--- src/rtl/mcu16_pkg.sv ---
// package: function codes, flag positions and queue entry type
`default_nettype none
package mcu16_pkg;

  localparam int REG_COUNT_DEF = 16;
  localparam int MEM_WORD_ADDR_BITS_DEF = 15;

  typedef enum logic [4:0] {
    FN_RRC = 5'd0, FN_RRA = 5'd1, FN_SWPB = 5'd2, FN_SXT = 5'd3,
    FN_PUSH = 5'd4, FN_POP = 5'd5, FN_CALL = 5'd6, FN_RET = 5'd7,
    FN_RETI = 5'd8, FN_BR = 5'd9, FN_JMP = 5'd10, FN_JNE = 5'd11,
    FN_JEQ = 5'd12, FN_JNC = 5'd13, FN_JC = 5'd14, FN_JN = 5'd15,
    FN_JGE = 5'd16, FN_JL = 5'd17
  } func_t;

  localparam int FLAG_C_BIT = 0;
  localparam int FLAG_Z_BIT = 1;
  localparam int FLAG_N_BIT = 2;
  localparam int FLAG_V_BIT = 8;

  localparam logic [3:0] PC_REG = 4'd0;
  localparam logic [3:0] SP_REG = 4'd1;
  localparam logic [3:0] SR_REG = 4'd2;

  typedef struct packed {
    logic [4:0]  func;
    logic        valid_func;
    logic        byte_mode;
    logic        in_mem;
    logic [3:0]  reg_index;
    logic [15:0] mem_address;
    logic [15:0] target;
    logic [15:0] return_address;
  } instr_t;

endpackage
`default_nettype wire

--- src/rtl/mcu16_front.sv ---
// front end: takes items, classifies the function code, feeds a two-entry queue
`default_nettype none
module mcu16_front (
  input  wire                  clk,
  input  wire                  rst_n,
  input  wire                  in_tvalid,
  output logic                 in_tready,
  input  wire [47:0]           in_tdata,
  input  wire [11:0]           in_tuser,
  output logic                 q_valid,
  output mcu16_pkg::instr_t    q_item,
  input  wire                  q_pop
);
  import mcu16_pkg::*;

  instr_t     entry_r [2];
  logic       wr_ptr_r, rd_ptr_r;
  logic [1:0] count_r;
  instr_t     cls;
  logic       push;

  always_comb begin
    cls.func           = in_tuser[4:0];
    cls.byte_mode      = in_tuser[5];
    cls.in_mem         = in_tuser[6];
    cls.reg_index      = in_tuser[10:7];
    cls.mem_address    = in_tdata[15:0];
    cls.target         = in_tdata[31:16];
    cls.return_address = in_tdata[47:32];
    cls.valid_func     = (in_tuser[4:0] <= FN_JL);
  end

  assign in_tready = (count_r != 2'd2);
  assign push      = in_tvalid && in_tready;
  assign q_valid   = (count_r != 2'd0);
  assign q_item    = entry_r[rd_ptr_r];

  always_ff @(posedge clk) begin
    if (push) entry_r[wr_ptr_r] <= cls;
  end

  always_ff @(posedge clk) begin
    if (!rst_n) begin
      wr_ptr_r <= 1'b0;
      rd_ptr_r <= 1'b0;
      count_r  <= 2'd0;
    end else begin
      if (push) wr_ptr_r <= ~wr_ptr_r;
      if (q_pop) rd_ptr_r <= ~rd_ptr_r;
      count_r <= count_r + {1'b0, push} - {1'b0, q_pop};
    end
  end

  a_no_overflow: assert property (@(posedge clk) disable iff (!rst_n)
    count_r == 2'd2 |-> !push) else $error("queue overflow");
  a_no_underflow: assert property (@(posedge clk) disable iff (!rst_n)
    q_pop |-> count_r != 2'd0) else $error("queue underflow");
  a_count_range: assert property (@(posedge clk) disable iff (!rst_n)
    count_r != 2'd3) else $error("bad queue count");
endmodule
`default_nettype wire

--- config.mk ---
export PLATFORM = sky130hd
export DESIGN_NAME = mcu16_front
export DESIGN_NICKNAME = d
export VERILOG_FILES = /design/src/rtl/mcu16_pkg.sv /design/src/rtl/mcu16_front.sv
export SDC_FILE = /design/constraint.sdc
export NUM_CORES = 1
export LEC_CHECK = 0
export BUFFER_PORTS_ARGS = -buffer_cell sky130_fd_sc_hd__buf_2
export CAP_MARGIN = 30
export CORE_ASPECT_RATIO = 1.25
export CORE_MARGIN = 10
export CORE_UTILIZATION = 47
export CTS_CLUSTER_SIZE = 25
export DETAILED_ROUTE_END_ITERATION = 10
export PLACE_DENSITY = 0.76
export SLEW_MARGIN = 30
export SYNTH_ARGS = -nofsm -noshare
export SYNTH_HDL_FRONTEND = slang
export SYNTH_SLANG_ARGS = --single-unit
--- constraint.sdc ---
create_clock -name clk -period 2.5 [get_ports clk]
set_input_delay 0.25 -clock clk [delete_from_list [all_inputs] [get_ports clk]]
set_output_delay 0.25 -clock clk [all_outputs]
set_load 0.1 [all_outputs]
==> impl_metrics.yaml <==
status:
  outcome: "finished, final reports clean"
drt:
  ant_nets: 0
  drc: 0
  viasPerCell: 4.90
  drtIter0Drc: 89
  vias: 2435
  wl_mm: 8.80
  drtPass1Iterations: 4
  wire_per_inst_um: 17.7
placement:
  dp_hpwl_mm: 6.18
  port_buffers: 124
  dp_slack_ps: 517
  gp_congestion: 0.684
timing:
  tns_ps: 0
  finClkSkew_ps: 7.63
  worstMarginPinSlew_ps: 592
  timing.fmax_mhz: 450
  fin_ws_ps: 276
  slew_violations: 0
  finalCriticalPeriod_ps: 2220
  rsz0062_at_grt: "false"
  finalHoldViolCount: 0
  setup_violations: 0
  finalCritPeriodShare_pct: 89.0
  slew_headroom_pct: 60.5
  hold_ws_ps: 39.2
final_layout:
  fillers: 725
  antenna_cells: 0
  fin_nets: 423
  layout.area.seq_um2: 3700
  multi_input_comb_area_um2: 846
  syn2layout_area_growth_pct: 29.8
  drive_gt1_share_pct: 60.4
logic_synthesis:
  synth_simple_gate_area_share_pct: 1.60
  syn_nets: 281
  synth-edff-count: 120
  yosysWarnings: 0
  synthMuxAreaShare_pct: 14.8
  synth-seq-cells: 125
  ys.flop_type: "edfxtp_1"
  synth_most_common_cell: "edfxtp_1"
  synth_xor_area_share_pct: 0.379
  yosysTopAreaCellShare_pct: 77.9
  yosys.area.top_type: "edfxtp_1"
  ys_top_cells_by_count: "edfxtp_1, mux2_2, buf_6"
  yosys.area_share.adder_pct: 0.270
  synth_top_family_by_area: "multiplexers"
  synthTopCellsByArea: "edfxtp_1, mux2_2, dfxtp_1"
  ys_async_sr_fraction_pct: 0
  synth_compound_area_share_pct: 1.14
  synth_area_um2: 4630
  synth_cell_types: 24
  syn_inst: 216
  syn_avg_cell_area_um2: 21.4
  seq_area_frac_synth_pct: 80.1
clock_tree:
  cts_setup_buffers: 0
  ctsHoldBuffers: 0
  numCtsBuffers: 17
  clk_latency_ps: 400
  cts_buffer_depth: 2
  root_buffer: "clkbuf_16"
  cts_resized: 0
  clock-sinks: 125
  ctsHtreeMaxLevel: 4
  path_clk_slew_ps: 50
  cts_tree: "yes"
global_routing:
  overflow: 0
  grt_pass1_wl_mm: 13.6
  antenna_found_initial: 2
  grt_use_total_pct: 12.8
  grt_max_degree: 41
  grt_pass1_vias: 2750
min_path:
  worst_hold_startpoint: "in_tdata[33]"
  hold_depth: 1
  min_to: "entry_r[0][1]$_DFFE_PP_"
  hold_class: "in2reg"
critical_path:
  cp-end-kind: "primary output"
  required_ps: 2250
  reg2reg_depth: 4
  critPathKind: "reg2out"
  critical_path.startpoint_type: "register"
  r2r-end: "entry_r[0][39]$_DFFE_PP_"
  critPathMaxFanout: 21
  arrival_ps: 1970
  reg2reg_slack_ps: 540
  r2r_start: "count_r[0]$_SDFF_PN0_"
floorplan:
  core_um2: 9610
  die_area_um2: 14200
  die_w_um: 109
  rows: 40
  start_util_pct: 48.1
  fp.dieH_um: 131
  ios: 126
pwr:
  p_leak_nw: 2.26
  ir_worst_vdd_mv: 0.629
  power_density_nw_per_um2: 1080
  fin_total_pwr_mw: 6.51
flow_run:
  drv_cap: 0
metal layers:
metal / track usage (%) / up-vias / part of all wire, %
met5: 0 / - / 0.31
met4: 6.53 / 4 / 1.4
met3: 5.83 / 18 / 8.4
met2: 21.2 / 92 / 51
met1: 13.4 / 1169 / 38
li1: - / 1152 / -
cell families after synthesis:
group | Yosys count
AOI/OAI and AO/OA | 6
and+or+nand+nor | 12
adders and majority gates | 1
muxes | 61
DFF | 125
buffers and inverters | 9
xor gates and xnor gates | 2
final cells by class:
class	instances	area share, %
repair buffers	130	11.7
well taps	126	2.63
inverters	2	0.188
multi-input cells	82	14.1
clock buffers	19	7.21
flip-flops and latches	125	61.7
clock inverters	13	2.48
report_power, final:
part | switching [mW] | internal, mW | leakage [nW] | total [mW]
clock network | 0.805 | 1.55 | 0.268 | 2.35
logic | 1.29 | 0.302 | 0.830 | 1.60
registers | 0.0558 | 2.51 | 1.16 | 2.56
sequential cells by signal, indices dropped and copies added (netlist names), named ones only:
register  flops
entry_r     120
rd_ptr_r      1
wr_ptr_r      1
count_r       2
worst max-delay path, cell delays in order (launching register included):
cell     delay [ps]
dfxtp_2         670
buf_12          250
mux2_2          360
buf_2           300
placed cells by master, fill, tap and decap left out:
cell type / count
a211o_1: 1
a211oi_1: 1
a21bo_2: 1
a21boi_1: 1
a21boi_2: 1
and2_1: 3
and3_2: 1
buf_12: 3
buf_2: 124
buf_4: 3
bufinv_16: 3
clkbuf_1: 2
clkbuf_16: 17
clkinv_1: 3
clkinv_2: 2
clkinvlp_4: 6
dfxtp_1: 4
dfxtp_2: 1
edfxtp_1: 120
ha_1: 1
inv_1: 1
mux2_2: 60
mux2i_1: 1
nand2_1: 2
nand2b_2: 1
nand3_1: 1
nand3b_1: 2
nor4b_1: 1
o31ai_1: 1
or2_2: 1
xnor2_1: 1
xor2_1: 1
how the worst max path moves through the flow:
stage	startpoint	end	slack (ps)	cells after the start
3_3_place_gp	count_r[0]$_SDFF_PN0_	entry_r[0][46]$_DFFE_PP_	610	4
3_5_place_dp	count_r[0]$_SDFF_PN0_	entry_r[0][40]$_DFFE_PP_	520	4
5_1_grt	register	q_item[46]	190	3
6_report	register	q_item[7]	280	3
2_1_floorplan	count_r[0]$_SDFF_PN0_	entry_r[0][0]$_DFFE_PP_	120	3
4_1_cts	register	q_item[7]	230	3
per-stage QoR:
step / area [um^2] / cells / utilization, %
6_report: 6000 / 497 / 62.5
5_1_grt: 6000 / 497 / 62.5
4_1_cts: 6000 / 497 / 62.5
3_5_place_dp: 5420 / 465 / 56.4
3_3_place_gp: 5420 / 465 / 56.4
2_1_floorplan: 4630 / 216 / -
Note: power is estimated with default switching activity, not from simulation.
